**src/rtl/etc_pkg.sv**
```systemverilog
// Shared types, constants and helpers for the epoch seconds to calendar converter.
package etc_pkg;

  // Configuration register indexes
  localparam int unsigned CFG_IDX_W = 4;
  localparam logic [CFG_IDX_W-1:0] REG_EPOCH_YEAR    = 4'd0;
  localparam logic [CFG_IDX_W-1:0] REG_EPOCH_WEEKDAY = 4'd1;
  localparam int unsigned CFG_DATA_W = 12;

  localparam logic [11:0] EPOCH_YEAR_RST    = 12'd1970;
  localparam logic [2:0]  EPOCH_WEEKDAY_RST = 3'd4;

  // Time-of-day split by reciprocal multiply: q = (x * RECIP) >> shift
  localparam logic [31:0] RECIP_60 = 32'h8888_8889;  // exact for any 32-bit x, shift 37
  localparam logic [31:0] RECIP_24 = 32'hAAAA_AAAB;  // exact for x below 2^21, shift 36
  localparam logic [6:0] SECS_PER_MIN  = 7'd60;
  localparam logic [6:0] MINS_PER_HOUR = 7'd60;
  localparam logic [6:0] HOURS_PER_DAY = 7'd24;

  localparam logic [15:0] DAYS_PER_YEAR = 16'd365;
  localparam logic [15:0] DAYS_PER_LEAP = 16'd366;
  localparam logic [11:0] YEARS_400     = 12'd400;
  localparam logic [11:0] YEARS_100     = 12'd100;
  localparam logic [8:0]  LAST_MOD400   = 9'd399;
  localparam logic [6:0]  LAST_MOD100   = 7'd99;
  localparam logic [3:0]  MON_FEB       = 4'd1;
  localparam logic [3:0]  MON_DEC       = 4'd11;
  localparam logic [4:0]  FEB_DAYS      = 5'd28;

  typedef enum logic [2:0] {
    ST_IDLE,
    ST_DIV,
    ST_MOD400,
    ST_MOD100,
    ST_YEAR,
    ST_MONTH,
    ST_FINISH
  } etc_state_e;

  typedef enum logic [1:0] {
    PASS_SEC,
    PASS_MIN,
    PASS_HOUR
  } etc_pass_e;

  // Days in a month of a common year, month 0 is January
  function automatic logic [4:0] month_len(input logic [3:0] mon);
    logic [4:0] len;
    case (mon)
      4'd1:                     len = FEB_DAYS;
      4'd3, 4'd5, 4'd8, 4'd10:  len = 5'd30;
      default:                  len = 5'd31;
    endcase
    return len;
  endfunction

  // Reduce a 6-bit value modulo 7
  function automatic logic [2:0] mod7(input logic [5:0] v);
    logic [5:0] r;
    r = v;
    if (r >= 6'd56) r = r - 6'd56;
    if (r >= 6'd28) r = r - 6'd28;
    if (r >= 6'd14) r = r - 6'd14;
    if (r >= 6'd7)  r = r - 6'd7;
    return r[2:0];
  endfunction

endpackage

```
**src/rtl/etc_intf.sv**
```systemverilog
// Handshake channel interfaces: time input, calendar result, configuration write.
interface etc_in_if;
  logic        valid;
  logic        ready;
  logic [31:0] time_seconds;
  modport source (output valid, output time_seconds, input ready);
  modport sink   (input valid, input time_seconds, output ready);
endinterface

interface etc_res_if;
  logic       valid;
  logic       ready;
  logic [5:0] seconds;
  logic [5:0] minutes;
  logic [4:0] hours;
  logic [2:0] weekday;
  logic [6:0] year_two_digit;
  logic [3:0] month_number;
  logic [4:0] day_of_month;
  modport source (output valid, output seconds, output minutes, output hours,
                  output weekday, output year_two_digit, output month_number,
                  output day_of_month, input ready);
  modport sink   (input valid, input seconds, input minutes, input hours,
                  input weekday, input year_two_digit, input month_number,
                  input day_of_month, output ready);
endinterface

interface etc_cfg_if;
  logic        valid;
  logic        ready;
  logic [3:0]  index;
  logic [11:0] data;
  modport source (output valid, output index, output data, input ready);
  modport sink   (input valid, input index, input data, output ready);
endinterface

```
**src/rtl/epoch_seconds_to_calendar_core.sv**
```systemverilog
// Sequence per input beat: the time-of-day split (multiply, then fix-up, for each of the
// seconds, minutes and hours passes), reduction of the epoch year mod 400 and mod 100 by
// repeated subtraction, a walk over the years, then over the months, then the result load.
// One beat in flight; the next is taken the cycle after the result load, and a result
// held by a stalled sink keeps the sequencer waiting. Reset (async, active low) clears
// sequencer and result valid, loads epoch 1970 / weekday 4. Config writes always accepted.
module epoch_seconds_to_calendar_core
  import etc_pkg::*;
(
  input  logic            clk_i,
  input  logic            rst_ni,
  etc_in_if.sink          in_i,
  etc_res_if.source       res_o,
  etc_cfg_if.sink         cfg_i
);

  // Configuration registers
  logic [11:0] epoch_year_q;
  logic [2:0]  epoch_weekday_q;

  assign cfg_i.ready = 1'b1;

  always_ff @(posedge clk_i or negedge rst_ni) begin
    if (!rst_ni) begin
      epoch_year_q    <= EPOCH_YEAR_RST;
      epoch_weekday_q <= EPOCH_WEEKDAY_RST;
    end else if (cfg_i.valid) begin
      case (cfg_i.index)
        REG_EPOCH_YEAR:    epoch_year_q    <= cfg_i.data;
        REG_EPOCH_WEEKDAY: epoch_weekday_q <= cfg_i.data[2:0];
        default: ;  // unmapped index: dropped
      endcase
    end
  end

  // Sequencer and datapath
  etc_state_e  state_q, state_d;
  etc_pass_e   pass_q, pass_d;
  logic        mul_done_q, mul_done_d;  // product of this pass sits in prod_q
  logic [31:0] quo_q, quo_d;       // dividend of the current pass
  logic [63:0] prod_q, prod_d;     // dividend times reciprocal
  logic [5:0]  sec_q, sec_d;
  logic [5:0]  min_q, min_d;
  logic [4:0]  hour_q, hour_d;
  logic [15:0] days_q, days_d;     // days left to place
  logic [11:0] yr_q, yr_d;         // scratch for epoch year mod 400 / mod 100
  logic [8:0]  m400_q, m400_d;     // current year mod 400
  logic [6:0]  m100_q, m100_d;     // current year mod 100
  logic [2:0]  wd_q, wd_d;         // weekday of the first day still unplaced
  logic [3:0]  mon_q, mon_d;       // 0-based month

  // Result register
  logic        out_valid_q, out_valid_d;
  logic        out_load;
  logic [5:0]  out_sec_q;
  logic [5:0]  out_min_q;
  logic [4:0]  out_hour_q;
  logic [2:0]  out_wday_q;
  logic [6:0]  out_year_q;
  logic [3:0]  out_mon_q;
  logic [4:0]  out_day_q;

  // Shared divide-by-constant unit
  logic [31:0] div_rcp;
  logic [6:0]  div_dvs;
  logic [31:0] div_quo;
  logic [31:0] div_rem_w;
  logic [5:0]  div_rem;

  logic        leap;
  logic [4:0]  mlen;

  always_comb begin
    case (pass_q)
      PASS_SEC: begin
        div_dvs = SECS_PER_MIN;
        div_rcp = RECIP_60;
      end
      PASS_MIN: begin
        div_dvs = MINS_PER_HOUR;
        div_rcp = RECIP_60;
      end
      PASS_HOUR: begin
        div_dvs = HOURS_PER_DAY;
        div_rcp = RECIP_24;
      end
      default: begin
        div_dvs = SECS_PER_MIN;
        div_rcp = RECIP_60;
      end
    endcase
    // quotient from the registered product, remainder by back-multiply
    div_quo   = (pass_q == PASS_HOUR) ? {4'd0, prod_q[63:36]} : {5'd0, prod_q[63:37]};
    div_rem_w = quo_q - (div_quo * {25'd0, div_dvs});
    div_rem   = div_rem_w[5:0];
  end

  // Gregorian rule on the tracked residues; 400 is a multiple of 4
  assign leap = (m400_q == 9'd0) || ((m100_q != 7'd0) && (m400_q[1:0] == 2'd0));
  assign mlen = month_len(mon_q) + 5'((mon_q == MON_FEB) && leap);

  assign in_i.ready = (state_q == ST_IDLE);

  always_comb begin
    state_d     = state_q;
    pass_d      = pass_q;
    mul_done_d  = mul_done_q;
    quo_d       = quo_q;
    prod_d      = prod_q;
    sec_d       = sec_q;
    min_d       = min_q;
    hour_d      = hour_q;
    days_d      = days_q;
    yr_d        = yr_q;
    m400_d      = m400_q;
    m100_d      = m100_q;
    wd_d        = wd_q;
    mon_d       = mon_q;
    out_load    = 1'b0;
    out_valid_d = out_valid_q && !res_o.ready;

    case (state_q)
      ST_IDLE: begin
        if (in_i.valid) begin
          quo_d      = in_i.time_seconds;
          mul_done_d = 1'b0;
          pass_d     = PASS_SEC;
          state_d    = ST_DIV;
        end
      end

      ST_DIV: begin
        if (!mul_done_q) begin
          prod_d     = {32'd0, quo_q} * {32'd0, div_rcp};
          mul_done_d = 1'b1;
        end else begin
          mul_done_d = 1'b0;
          case (pass_q)
            PASS_SEC: begin
              sec_d  = div_rem;
              quo_d  = div_quo;
              pass_d = PASS_MIN;
            end
            PASS_MIN: begin
              min_d  = div_rem;
              quo_d  = div_quo;
              pass_d = PASS_HOUR;
            end
            default: begin
              hour_d  = div_rem[4:0];
              days_d  = div_quo[15:0];
              yr_d    = epoch_year_q;
              wd_d    = (epoch_weekday_q == 3'd7) ? 3'd0 : epoch_weekday_q;
              state_d = ST_MOD400;
            end
          endcase
        end
      end

      ST_MOD400: begin
        if (yr_q >= YEARS_400) begin
          yr_d = yr_q - YEARS_400;
        end else begin
          m400_d  = yr_q[8:0];
          state_d = ST_MOD100;
        end
      end

      ST_MOD100: begin
        if (yr_q >= YEARS_100) begin
          yr_d = yr_q - YEARS_100;
        end else begin
          m100_d  = yr_q[6:0];
          state_d = ST_YEAR;
        end
      end

      ST_YEAR: begin
        // Last day of a leap year stays in that year
        if ((days_q >= DAYS_PER_YEAR) && !(leap && (days_q == DAYS_PER_YEAR))) begin
          days_d = days_q - (leap ? DAYS_PER_LEAP : DAYS_PER_YEAR);
          wd_d   = mod7({3'd0, wd_q} + (leap ? 6'd2 : 6'd1));
          m400_d = (m400_q == LAST_MOD400) ? 9'd0 : m400_q + 9'd1;
          m100_d = (m100_q == LAST_MOD100) ? 7'd0 : m100_q + 7'd1;
        end else begin
          mon_d   = '0;
          state_d = ST_MONTH;
        end
      end

      ST_MONTH: begin
        if ((mon_q < MON_DEC) && (days_q >= {11'd0, mlen})) begin
          days_d = days_q - {11'd0, mlen};
          wd_d   = mod7({3'd0, wd_q} + {1'b0, mlen});
          mon_d  = mon_q + 4'd1;
        end else begin
          state_d = ST_FINISH;
        end
      end

      ST_FINISH: begin
        if (!out_valid_q || res_o.ready) begin
          out_load    = 1'b1;
          out_valid_d = 1'b1;
          state_d     = ST_IDLE;
        end
      end

      default: state_d = ST_IDLE;
    endcase
  end

  always_ff @(posedge clk_i or negedge rst_ni) begin
    if (!rst_ni) begin
      state_q     <= ST_IDLE;
      pass_q      <= PASS_SEC;
      mul_done_q  <= 1'b0;
      out_valid_q <= 1'b0;
    end else begin
      state_q     <= state_d;
      pass_q      <= pass_d;
      mul_done_q  <= mul_done_d;
      out_valid_q <= out_valid_d;
    end
  end

  always_ff @(posedge clk_i) begin
    quo_q  <= quo_d;
    prod_q <= prod_d;
    sec_q  <= sec_d;
    min_q  <= min_d;
    hour_q <= hour_d;
    days_q <= days_d;
    yr_q   <= yr_d;
    m400_q <= m400_d;
    m100_q <= m100_d;
    wd_q   <= wd_d;
    mon_q  <= mon_d;
    if (out_load) begin
      out_sec_q  <= sec_q;
      out_min_q  <= min_q;
      out_hour_q <= hour_q;
      // remaining days are under 31 here
      out_wday_q <= mod7({3'd0, wd_q} + {1'b0, days_q[4:0]});
      out_year_q <= m100_q;
      out_mon_q  <= mon_q + 4'd1;
      out_day_q  <= days_q[4:0] + 5'd1;
    end
  end

  assign res_o.valid          = out_valid_q;
  assign res_o.seconds        = out_sec_q;
  assign res_o.minutes        = out_min_q;
  assign res_o.hours          = out_hour_q;
  assign res_o.weekday        = out_wday_q;
  assign res_o.year_two_digit = out_year_q;
  assign res_o.month_number   = out_mon_q;
  assign res_o.day_of_month   = out_day_q;

endmodule
```
**src/flat_wrapper.sv**
```systemverilog
// flat-port wrapper written by rule: the top's interface ports become plain ports
module epoch_seconds_to_calendar_core_flat import etc_pkg::*;
  (clk_i, rst_ni, in_i_valid, in_i_time_seconds, in_i_ready, res_o_valid, res_o_seconds, res_o_minutes, res_o_hours, res_o_weekday, res_o_year_two_digit, res_o_month_number, res_o_day_of_month, res_o_ready, cfg_i_valid, cfg_i_index, cfg_i_data, cfg_i_ready);
  etc_in_if in_i_i ();
  etc_res_if res_o_i ();
  etc_cfg_if cfg_i_i ();
  input  logic clk_i;
  input  logic rst_ni;
  input wire logic [$bits(in_i_i.valid)-1:0] in_i_valid;
  input wire logic [$bits(in_i_i.time_seconds)-1:0] in_i_time_seconds;
  output wire logic [$bits(in_i_i.ready)-1:0] in_i_ready;
  output wire logic [$bits(res_o_i.valid)-1:0] res_o_valid;
  output wire logic [$bits(res_o_i.seconds)-1:0] res_o_seconds;
  output wire logic [$bits(res_o_i.minutes)-1:0] res_o_minutes;
  output wire logic [$bits(res_o_i.hours)-1:0] res_o_hours;
  output wire logic [$bits(res_o_i.weekday)-1:0] res_o_weekday;
  output wire logic [$bits(res_o_i.year_two_digit)-1:0] res_o_year_two_digit;
  output wire logic [$bits(res_o_i.month_number)-1:0] res_o_month_number;
  output wire logic [$bits(res_o_i.day_of_month)-1:0] res_o_day_of_month;
  input wire logic [$bits(res_o_i.ready)-1:0] res_o_ready;
  input wire logic [$bits(cfg_i_i.valid)-1:0] cfg_i_valid;
  input wire logic [$bits(cfg_i_i.index)-1:0] cfg_i_index;
  input wire logic [$bits(cfg_i_i.data)-1:0] cfg_i_data;
  output wire logic [$bits(cfg_i_i.ready)-1:0] cfg_i_ready;
  assign in_i_i.valid = in_i_valid;
  assign in_i_i.time_seconds = in_i_time_seconds;
  assign in_i_ready = in_i_i.ready;
  assign res_o_valid = res_o_i.valid;
  assign res_o_seconds = res_o_i.seconds;
  assign res_o_minutes = res_o_i.minutes;
  assign res_o_hours = res_o_i.hours;
  assign res_o_weekday = res_o_i.weekday;
  assign res_o_year_two_digit = res_o_i.year_two_digit;
  assign res_o_month_number = res_o_i.month_number;
  assign res_o_day_of_month = res_o_i.day_of_month;
  assign res_o_i.ready = res_o_ready;
  assign cfg_i_i.valid = cfg_i_valid;
  assign cfg_i_i.index = cfg_i_index;
  assign cfg_i_i.data = cfg_i_data;
  assign cfg_i_ready = cfg_i_i.ready;
  epoch_seconds_to_calendar_core u_core (.clk_i(clk_i), .rst_ni(rst_ni), .in_i(in_i_i), .res_o(res_o_i), .cfg_i(cfg_i_i));
endmodule
```
**config.mk**
```make
export PLATFORM = sky130hd
export DESIGN_NAME = epoch_seconds_to_calendar_core_flat
export DESIGN_NICKNAME = d
export VERILOG_FILES = /design/src/rtl/etc_pkg.sv /design/src/rtl/etc_intf.sv /design/src/rtl/epoch_seconds_to_calendar_core.sv /design/src/flat_wrapper.sv
export SDC_FILE = /design/constraint.sdc
export NUM_CORES = 2
export LEC_CHECK = 0
export CAP_MARGIN = 20
export CORE_MARGIN = 2
export CORE_UTILIZATION = 50
export DETAILED_ROUTE_END_ITERATION = 10
export DONT_BUFFER_PORTS = 1
export PLACE_DENSITY = 0.71
export SYNTH_ARGS = -nofsm -noshare
export SYNTH_HDL_FRONTEND = slang
export SYNTH_SLANG_ARGS = --single-unit
```
**constraint.sdc**
```tcl
create_clock -name clk_i -period 10.4 [get_ports clk_i]
set_clock_uncertainty 0.15 [all_clocks]
set_input_delay 1.56 -clock clk_i [delete_from_list [all_inputs] [get_ports clk_i]]
set_output_delay 1.56 -clock clk_i [all_outputs]
set_load 0.02 [all_outputs]
```
==> impl_metrics.yaml <==
status:
  run_status: "finished, final reports clean"
grt:
  grt_start_max_net_pins: 39
  global_route.usage.total_pct: 29.8
  grt_antenna_before_repair: 4
  grt_pass1_wl_um: 127000
  first_global_vias: 20700
  overflow: 0
sta:
  rsz0062_at_grt: "no"
  tightest_slew_ns: 1.07
  setup-tns-final_ns: 0
  finalMaxSlewViolations: 0
  setup_viol_count_final: 0
  timing_hold_violations_final: 0
  finalCritPeriodShare_pct: 88.1
  achievable-frequency_mhz: 109
  relative_slew_slack_pct: 28.7
  final.min_clock_period_ns: 9.17
synthesis:
  post_synth_most_frequent_cells: "inv_1 (632), ha_1 (451), fa_1 (421)"
  synth-edff-count: 164
  yosys.cell_count.top_type: "inv_1"
  synthesis.instances: 2716
  synth_ff_type: "edfxtp_1"
  async_reset_ff_share_pct: 11.8
  yosys.cell_types.count: 88
  netlist_area_before_placement_um2: 28000
  postSynthAreaPerCell_um2: 10.3
  synth_top_area_share_pct: 30.1
  synth.largest_area_cell: "fa_1"
  yosys_warnings: 0
  synthTopCellsByArea: "fa_1 (30%), ha_1 (20%), edfxtp_1 (18%)"
  ys_seq_area_share_pct: 19.6
  mappedNetlistNets: 3641
  ys_ff_latch: 186
placement:
  placed_cells_incl_taps: 3428
  gp_routability_congestion: 1.02
  numPortBuffers: 0
  detailedPlacementHpwl_um: 72100
route:
  avgViaCountPerCell: 5.70
  first_iter_violations: 1641
  drt-pass1-iter-count: 6
  route.detailed.drc: 0
  route.detailed.wl_per_inst_um: 23.7
  vias: 19700
  routed_wirelength_um: 82000
  antenna_left: 0
clock_network:
  htree_num_levels: 4
  cts_hold_repair.buffers: 0
  cts_clock_pin_slew_for_the_worst_setup_and_hold_paths_ns: 0.07
  numCtsBuffers: 17
  cts_tree: "done"
  postCtsSetupBuffers: 0
  cts.path.max_buffers: 2
  clk_root_buffer_cell: "clkbuf_16"
  clock_latency_ns: 0.46
  cts-resized-gates: 0
  clock-sinks: 186
die:
  rows: 86
  height_of_the_chip_um: 241
  area_of_the_core_um2: 55200
  floorplan.initialDensity_pct: 50.8
  floorplan.io_pins: 92
  design.die.area_um2: 57900
  die-width_um: 241
layout:
  flow.area_growth_from_synthesis_pct: 5.17
  core_util_final_pct: 53.4
  fin_nets: 3624
  final_cell_count_no_fill: 3463
  fillerInstances: 4856
  layout_cell_share_with_drive_strength_beyond_1_pct: 3.61
setup_path:
  cp.arrival_ns: 9.21
  critical_path_required_ns: 10.44
  cp_slowest_cell: "nor4b_1"
  critPathMaxFanout: 27
  max_stage_delay_ns: 0.80
  critPathCaptureType: "register"
  worstPathCellList: "nand2b_2, nor2_1, ha_1, inv_1, fa_1, fa_1, inv_1, fa_1, fa_1, inv_1, fa_1, inv_1, fa_1, fa_1, ha_1, a21oi_1, o211ai_1, a41oi_1, nand2_1, nor4b_1, o21bai_1, a311oi_1, nor3_1"
  timing_worst_setup_path_type: "register to register"
  crit_top_cell: "fa_1"
  critPathLaunchType: "register"
run:
  max_cap_violations: 0
worst_hold_path:
  hold_path_class: "register to register"
==> area by class of cell <==
cell class	count	area, um2	share of cell area [%]
timing repair buffer	13	97.6	0.331
sequential	186	5490	18.6
antenna	3	7.51	0.0255
clock inverter	13	128	0.433
clock buffer	19	443	1.50
inverter	634	2380	8.08
multi-input combinational	1847	20000	67.8
tap	748	936	3.18
==> flip-flops by register name, summed over array words and instances, names as in the netlist, 7 cells and up <==
name	cells
u_core.res_o.year_two_digit	7
u_core.prod_q	28
u_core.days_q	16
u_core.m100_q	7
u_core.quo_q	32
u_core.epoch_year_q	12
u_core.yr_q	12
u_core.m400_q	9
==> per-stage QoR <==
stage / hold WS, ns / cell area, um2 / setup WS (ns)
floorplan: 0.250 / 28000 / 2.41
global placement: 0.256 / 28900 / 1.48
detailed placement: 0.255 / 28900 / 1.35
CTS: 0.272 / 29500 / 1.33
global route: 0.277 / 29500 / 0.801
finish: 0.270 / 29500 / 1.23
==> critical path: cells and delay by family (launching register included) <==
| kind | cells | cell delay, ns |
|---|---|---|
| flops | 1 | 0.43 |
| buf+inv | 4 | 0.34 |
| simple gates | 5 | 2.05 |
| compound gates | 5 | 1.39 |
| fa+ha+maj | 9 | 4.56 |
==> layout by cell type (no fill, tap or decap), types with 5 or more instances in the layout <==
master     Yosys  routed
inv_1        632     632
ha_1         451     451
fa_1         421     421
nand2_1      166     166
edfxtp_1     164     164
nor2_1       116     114
a21oi_1      102     102
o21ai_0       95      95
xnor2_1       62      62
nand3_1       35      35
nor3_1        33      32
xor2_1        30      30
a21o_1        27      27
mux2i_1       23      23
a211oi_1      21      21
a31oi_1       21      21
and2_1        19      19
mux2_2        19      19
clkbuf_16      0      17
nor2b_1       15      15
and3_1        14      14
dfrtp_1       14      14
o211ai_1      13      13
buf_4          1      13
o31ai_1       11      11
nand4_1       11      11
o21bai_1      10      10
dfstp_2        8       8
nor3b_1        8       7
nand2b_1       8       7
a311oi_1       6       6
o21ai_1        6       6
a211o_1        6       6
o21a_1         6       6
a32oi_1        5       5
or3_1          5       5
inv_6          0       5
==> cells by family (layout without fill, tap and decap cells) <==
group | after synthesis | count (layout) | synth area share, %
xor gates and xnor gates | 93 | 93 | 2.93
other | 1 | 4 | 0.0134
muxes | 43 | 43 | 1.63
buffers and inverters | 683 | 679 | 9.20
and+or+nand+nor | 457 | 457 | 7.62
AOI/OAI and AO/OA | 381 | 381 | 8.80
DFF | 186 | 186 | 19.6
adders and majority gates | 872 | 872 | 50.2
==> metal layers <==
metal,GRT usage [%],wire length (um),up-vias
met1,41.4,34700,9921
met2,47.6,38200,793
met3,4.37,5870,147
met5,0,0,-
li1,-,-,8875
met4,11.2,3230,0
==> path summary, 6_finish.rpt <==
path / startpoint / to / slack [ns] / depth (start not counted)
max: u_core.pass_q[0] / u_core.prod_q[61] / 1.23 / 23
min: u_core.sec_q[5] / u_core.res_o.seconds[5] / 0.27 / 0
max reg2reg: u_core.pass_q[0] / u_core.prod_q[61] / 1.23 / 23
min reg2reg: u_core.sec_q[5] / u_core.res_o.seconds[5] / 0.27 / 0
max in group asynchronous: rst_ni / u_core.epoch_year_q[7] / 9.28 / 0
min in group asynchronous: rst_ni / u_core.epoch_year_q[11] / 0.64 / 0
Power is left out: the tool's default activity adds up to more than one toggle a clock period on the data nets, which glitch-free logic cannot reach.
